--- src/hw/rtl/tccw_pkg.sv ---
// ----------------------------------------------------------------------------
// Text console character writer package
// Screen geometry, field widths, codes and the control and status bundles
// shared by the controller and the datapath.
// ----------------------------------------------------------------------------
package tccw_pkg;

   localparam int COLUMNS    = 80;
   localparam int ROWS       = 25;
   localparam int CELL_COUNT = COLUMNS * ROWS;

   localparam int ADDR_W = $clog2(CELL_COUNT);
   localparam int COL_W  = $clog2(COLUMNS);
   localparam int ROW_W  = $clog2(ROWS);

   localparam int OPERATION_W  = 2;
   localparam int CHAR_W       = 8;
   localparam int CELL_INDEX_W = 11;
   localparam int CURSOR_W     = 11;
   localparam int CELL_W       = 16;
   localparam int COLOR_W      = 4;
   localparam int CSR_INDEX_W  = 1;
   localparam int CSR_DATA_W   = 4;

   localparam logic [CHAR_W-1:0]  CHAR_NEWLINE = 8'h0A;
   localparam logic [CHAR_W-1:0]  CHAR_RETURN  = 8'h0D;
   localparam logic [COLOR_W-1:0] FG_RESET     = 4'hF;
   localparam logic [COLOR_W-1:0] BG_RESET     = 4'h6;

   typedef enum logic [OPERATION_W-1:0] {
      OP_PUT   = 2'd0,
      OP_CLEAR = 2'd1,
      OP_READ  = 2'd2
   } op_type;

   typedef enum logic [CSR_INDEX_W-1:0] {
      CSR_FG_COLOR = 1'b0,
      CSR_BG_COLOR = 1'b1
   } csr_index_type;

   typedef enum logic [2:0] {
      KIND_WRITE,
      KIND_NEWLINE,
      KIND_RETURN,
      KIND_CLEAR,
      KIND_READ,
      KIND_NOP
   } kind_type;

   typedef struct packed {
      logic accept;
      logic sweep_run;
      logic sweep_copy;
      logic rsp_load;
      logic rsp_from_read;
   } cmd_type;

   typedef struct packed {
      kind_type kind;
      logic     last_row;
      logic     sweep_last;
   } status_type;

endpackage

--- src/hw/rtl/tccw_ctrl.sv ---
// ----------------------------------------------------------------------------
// Text console controller
// Sequences request acceptance, screen sweeps, read waits and the response
// valid flag.
// ----------------------------------------------------------------------------
module tccw_ctrl (
   input  logic                   clock,
   input  logic                   reset,
   input  logic                   req_valid,
   output logic                   req_ready,
   output logic                   rsp_valid,
   input  logic                   rsp_ready,
   input  tccw_pkg::status_type   status,
   output tccw_pkg::cmd_type      cmd
);

   typedef enum logic [2:0] {
      ST_CLEAR,
      ST_SCROLL,
      ST_DRAIN,
      ST_READ,
      ST_IDLE
   } state_type;

   state_type state_ff, state_in;
   logic      rsp_valid_ff, rsp_valid_in;
   logic      reply_ff, reply_in;
   logic      ready;
   logic      accept;
   logic      load_now;

   assign ready  = (state_ff == ST_IDLE) && (!rsp_valid_ff || rsp_ready);
   assign accept = ready && req_valid;

   always_comb begin
      load_now = 1'b0;
      if (accept) begin
         case (status.kind)
            tccw_pkg::KIND_CLEAR, tccw_pkg::KIND_READ: load_now = 1'b0;
            tccw_pkg::KIND_NEWLINE: load_now = !status.last_row;
            default: load_now = 1'b1;
         endcase
      end
   end

   always_comb begin
      state_in     = state_ff;
      reply_in     = reply_ff;
      rsp_valid_in = rsp_valid_ff && !rsp_ready;
      cmd          = '0;
      cmd.accept   = accept;
      case (state_ff)
         ST_IDLE: begin
            if (accept) begin
               if (load_now) begin
                  cmd.rsp_load = 1'b1;
                  rsp_valid_in = 1'b1;
               end else if (status.kind == tccw_pkg::KIND_CLEAR) begin
                  state_in = ST_CLEAR;
                  reply_in = 1'b1;
               end else if (status.kind == tccw_pkg::KIND_READ) begin
                  state_in = ST_READ;
               end else begin
                  state_in = ST_SCROLL;
                  reply_in = 1'b1;
               end
            end
         end
         ST_CLEAR, ST_SCROLL: begin
            cmd.sweep_run  = 1'b1;
            cmd.sweep_copy = (state_ff == ST_SCROLL);
            if (status.sweep_last) begin
               state_in = ST_DRAIN;
            end
         end
         ST_DRAIN: begin
            if (reply_ff) begin
               cmd.rsp_load = 1'b1;
               rsp_valid_in = 1'b1;
            end
            reply_in = 1'b0;
            state_in = ST_IDLE;
         end
         ST_READ: begin
            cmd.rsp_load      = 1'b1;
            cmd.rsp_from_read = 1'b1;
            rsp_valid_in      = 1'b1;
            state_in          = ST_IDLE;
         end
         default: begin
            state_in = ST_IDLE;
         end
      endcase
   end

   always_ff @(posedge clock) begin
      if (reset) begin
         state_ff     <= ST_CLEAR;
         rsp_valid_ff <= 1'b0;
         reply_ff     <= 1'b0;
      end else begin
         state_ff     <= state_in;
         rsp_valid_ff <= rsp_valid_in;
         reply_ff     <= reply_in;
      end
   end

   assign req_ready = ready;
   assign rsp_valid = rsp_valid_ff;

`ifndef ASSERT_OFF
   a_sweep_ends_in_drain: assert property (@(posedge clock) disable iff (reset)
      ((state_ff == ST_CLEAR || state_ff == ST_SCROLL) && status.sweep_last)
      |=> (state_ff == ST_DRAIN))
      else $error("sweep did not finish with a drain cycle");

   a_read_answers_next: assert property (@(posedge clock) disable iff (reset)
      (state_ff == ST_READ) |=> rsp_valid_ff)
      else $error("read result was not presented");

   a_load_into_free_slot: assert property (@(posedge clock) disable iff (reset)
      cmd.rsp_load |-> (!rsp_valid_ff || rsp_ready))
      else $error("response register overwritten before it was taken");
`endif

endmodule

--- config.mk ---
export PLATFORM = sky130hd
export DESIGN_NAME = tccw_ctrl
export DESIGN_NICKNAME = d
export VERILOG_FILES = /design/src/hw/rtl/tccw_pkg.sv /design/src/hw/rtl/tccw_ctrl.sv
export SDC_FILE = /design/constraint.sdc
export NUM_CORES = 1
export LEC_CHECK = 0
export BUFFER_PORTS_ARGS = -buffer_cell sky130_fd_sc_hd__buf_2
export CELL_PAD_IN_SITES_DETAIL_PLACEMENT = 1
export CELL_PAD_IN_SITES_GLOBAL_PLACEMENT = 1
export CORE_AREA = 2 2 39 41
export DETAILED_ROUTE_END_ITERATION = 8
export DIE_AREA = 0 0 41 43
export PLACE_DENSITY = 0.62
export SLEW_MARGIN = 10
export SYNTH_ARGS = -nofsm -noshare
export SYNTH_HDL_FRONTEND = slang
export SYNTH_SLANG_ARGS = --single-unit
--- constraint.sdc ---
create_clock -name clock -period 1.7 [get_ports clock]
set_input_delay 0.425 -clock clock [delete_from_list [all_inputs] [get_ports clock]]
set_output_delay 0.425 -clock clock [all_outputs]
set_load 0.05 [all_outputs]
After elaboration in Yosys (flattened, before gate mapping)

Cells that the tools add are included.
Widths: inputs -> output; s select.

Equality and inequality tests: 11
Muxes and demuxes: 23
Reduce and logical (&&, ||, !) cells: 13

Operators with widths:

| kind               | number |
|---|---|
| $mux 1             | 12 |
| $mux 3             | 4 |
| $eq 3x2->1 const B | 3 |
| $eq 3x1->1 const B | 2 |
| $eq 3x3->1 const B | 2 |
| $ne 2x2->1 const B | 3 |
| $pmux 1 s3         | 2 |
| $pmux 3 s2         | 1 |
| $mux 2             | 2 |
| $pmux 1 s2         | 2 |
| $reduce_and 4->1   | 1 |
| $reduce_or 2->1    | 2 |
| $logic_and 1x1->1  | 3 |
| $logic_not 1->1    | 3 |
| $logic_not 3->1    | 1 |
| $ne 3x3->1 const B | 1 |
| $reduce_and 3->1   | 1 |
| $reduce_bool 2->1  | 1 |
| $logic_or 1x1->1   | 1 |

Register bits: 5
Input bits: 9

Logic depth before layout (Yosys ltp)

Word-level depth: 8
Depth in mapped cells: 4
Mapped depth without buffers: 4

Least setup slack after synthesis

OpenSTA, ideal clock, no wires.

Kind: register to output
From: reg state_ff[1]
To: out cmd[1] in the netlist's numbering
Arrival time: 1.640 ns
Required time: 1.275 ns
Setup slack: -0.365 ns
Stages on the path, launching flop included: 3
Buffers on the path: 0
Cells stage by stage: dfxtp_1 nand2b_1 o21ai_0

RTL lines:

| item                   | line             | RTL |
|---|---|---|
| start, declared        | tccw_ctrl.sv:25  | `state_type state_ff, state_in;` |
| start signal, assigned | tccw_ctrl.sv:102 | `state_ff <= state_in;` |
| end, declared          | tccw_ctrl.sv:14  | `output tccw_pkg::cmd_type cmd` |

==> impl_metrics.ini <==
[timing]
skew_ns = 0.00224
worstMarginPinSlew_ns = 0.259
setup_viol = 1
fmaxAchievable_ghz = 0.580
period_share_pct = 101
slew_viol_final = 0
slew_headroom_pct = 82.6
hold-worst-slack_ns = 0.423
final_hold_viol_count = 0
fin_ws_ns = -0.0233
fin_crit_ns = 1.72
rsz0062_at_grt = true

[setup_path]
start_kind = register
critPathBufInv = 1
crit_chain = nor3b_4 > and3_4 > nand2_4 > o21ai_2 > buf_6
end_kind = output port
crit_required_ns = 1.27
path_class = register to output port
crit_family = simple AND/OR/NAND/NOR gates
cp.arrival_ns = 1.30
critPathMaxStageDelay_ns = 0.35
crit_path_top_delay_cell = dfxtp_4
worst-path-max-fanout = 3

[power]
switchingPower_mw = 0.131
pwr-share-seq_pct = 31.7
p_int_mw = 0.266
swShare_pct = 33.0
powerDensity_nw_per_um2 = 711
comb_power_share_pct = 32.6
p_leak_nw = 0.251
power_frac_clock_pct = 35.7
vdd_drop_max_v = 0.000182

[placed_design]
routabilityCongestion = 0.673
dp_hpwl_um = 742
place_area_um2 = 465
portBuffers = 15
dp.cells = 74
place_ws_ns = -0.144

[logic_synthesis]
avgSynthCellArea_um2 = 8.66
synth_ff_type = dfxtp_1
muxShareOfSynthArea_pct = 0
synthCells = 37
synth_fa_ha_area_share_pct = 0
synth_cell_types = 21
synth-xor-area-share_pct = 0
synth-simple-area-share_pct = 40.2
ys_seq_area_share_pct = 31.3
synthesis.nets = 46
synth-edff-count = 0
synth-compound-area-share_pct = 23.8
yosys_warnings = 0
synth_top_family_by_area = simple AND/OR/NAND/NOR gates
syn_area_um2 = 320
synth_seq_cells = 5
async_reset_ff_share_pct = 0

[status]
status = finished with violations
violations = negative setup slack

[cells_and_area]
fin_nets = 76
finalCoreUtilization_pct = 40.4
n_antenna_cell = 0
fillers = 176
area_delta_synth_final_pct = 74.6
final_area_um2 = 559
fin_cells = 82
drive_gt1_share_pct = 62.1

[route]
wl_um = 987
vias = 383
dr.pass1.iters = 2
final_antenna_net_count = 0
drc = 0
wl_per_cell_um = 12.0
drtIter0Drc = 2
vias_per_cell = 4.67

[clocking]
cts_tree = built
postCtsHoldBufs = 0
cts_buffer_depth = 2
cts_made_buffers = 3
path_clk_slew_ns = 0.05
clock_latency_ns = 0.24
clock-sinks = 5
root_buffer = clkbuf_4
htree_levels = 1

[run]
cap_violations = 0

[floorplanning]
fp.dieH_um = 43
start_util_pct = 23.1
rows = 14
pin_count = 16
fp.dieW_um = 41
dieArea_um2 = 1760
coreArea_um2 = 1380

[global_route]
grt_max_degree = 7
first_global_vias = 389
grtUsageTotal_pct = 13.1
grt_pass1_wl_um = 1520
grt_overflow_total = 0
grt_antenna_before_repair = 0

[hold_path]
hp-class = primary input to register
## worst reg2reg max path, stage by stage (launching register included)
cell,delay (ns)
dfxtp_1,0.30
nor3b_4,0.15
and3_4,0.19
buf_4,0.13
buf_4,0.13
nor2b_4,0.12
a22o_2,0.23
## power groups by stage
stage	sequential [mW]	clock (mW)	combinational, mW
6_report	0.126	0.142	0.129
5_1_grt	0.127	0.155	0.139
4_1_cts	0.126	0.150	0.122
3_5_place_dp	0.129	0	0.116
3_3_place_gp	0.129	0	0.114
2_1_floorplan	0.134	0	0.0680
## cells in the mapped netlist, drive strengths merged, types with 2 or more instances
master / n / area share [%]
inv: 2 / 2.3
nor3: 4 / 6.3
dfxtp: 5 / 31
nand2b: 2 / 3.9
a21oi: 2 / 3.1
nor3b: 2 / 9.8
nor2: 6 / 7.0
o21ai: 2 / 3.1
## timing repair
action	CTS	global route
gates resized for setup	8	6
cloned	0	0
pin swaps	2	2
setup buffers	2	2
setup endpoints to repair	3	5
## layer usage
metal	global-route usage [%]	up-vias	routed length, um
li1	-	189	-
met2	22.8	12	547
met5	0	-	0
met4	10.0	0	15
met1	12.6	180	383
met3	1.57	2	40
## final timing paths
| check | startpoint | end | slack (ns) | cells past startpoint |
|---|---|---|---|---|
| worst max-delay path | state_ff[0] | cmd[1] | -0.02 | 5 |
| worst max register to register | state_ff[2] | state_ff[0] | 0.34 | 6 |
| worst min-delay path | reset | state_ff[1] | 0.42 | 2 |
| worst min register to register | reply_ff | reply_ff | 0.53 | 2 |
## per-stage QoR
step	total power [mW]	TNS (ns)
after floorplan	0.203	-0.123
after global placement	0.244	-0.123
after detailed placement	0.246	-0.144
after CTS	0.398	-0.0687
after global routing	0.421	-0.151
final	0.397	-0.0233
## kinds of logic after synthesis
kind of cell	after synthesis
AO/OA/AOI/OAI	10
buffers and inverters	3
flip-flops	5
AND/OR/NAND/NOR	19
## layout make-up
cell class	count	area (um2)	area share, %
multi-input cells	29	221	39.6
repair buffers	26	179	32.0
flip-flops and latches	5	105	18.8
clock buffers	4	26.3	4.70
well taps	16	20.0	3.58
inverters	2	7.51	1.34
## registers in the layout (all words and copies together) (netlist names)
signal and cells:
reply_ff 1, state_ff 3, rsp_valid 1
## placed cells by master (no fill, tap or decap), types with 2 or more instances in the layout
cell,instances
a21oi_1,2
buf_2,11
buf_4,11
buf_6,3
clkbuf_4,4
dfxtp_1,3
inv_1,2
nand2b_1,2
nor2_1,6
nor3_1,3
Power figures use the tool's default switching activity.
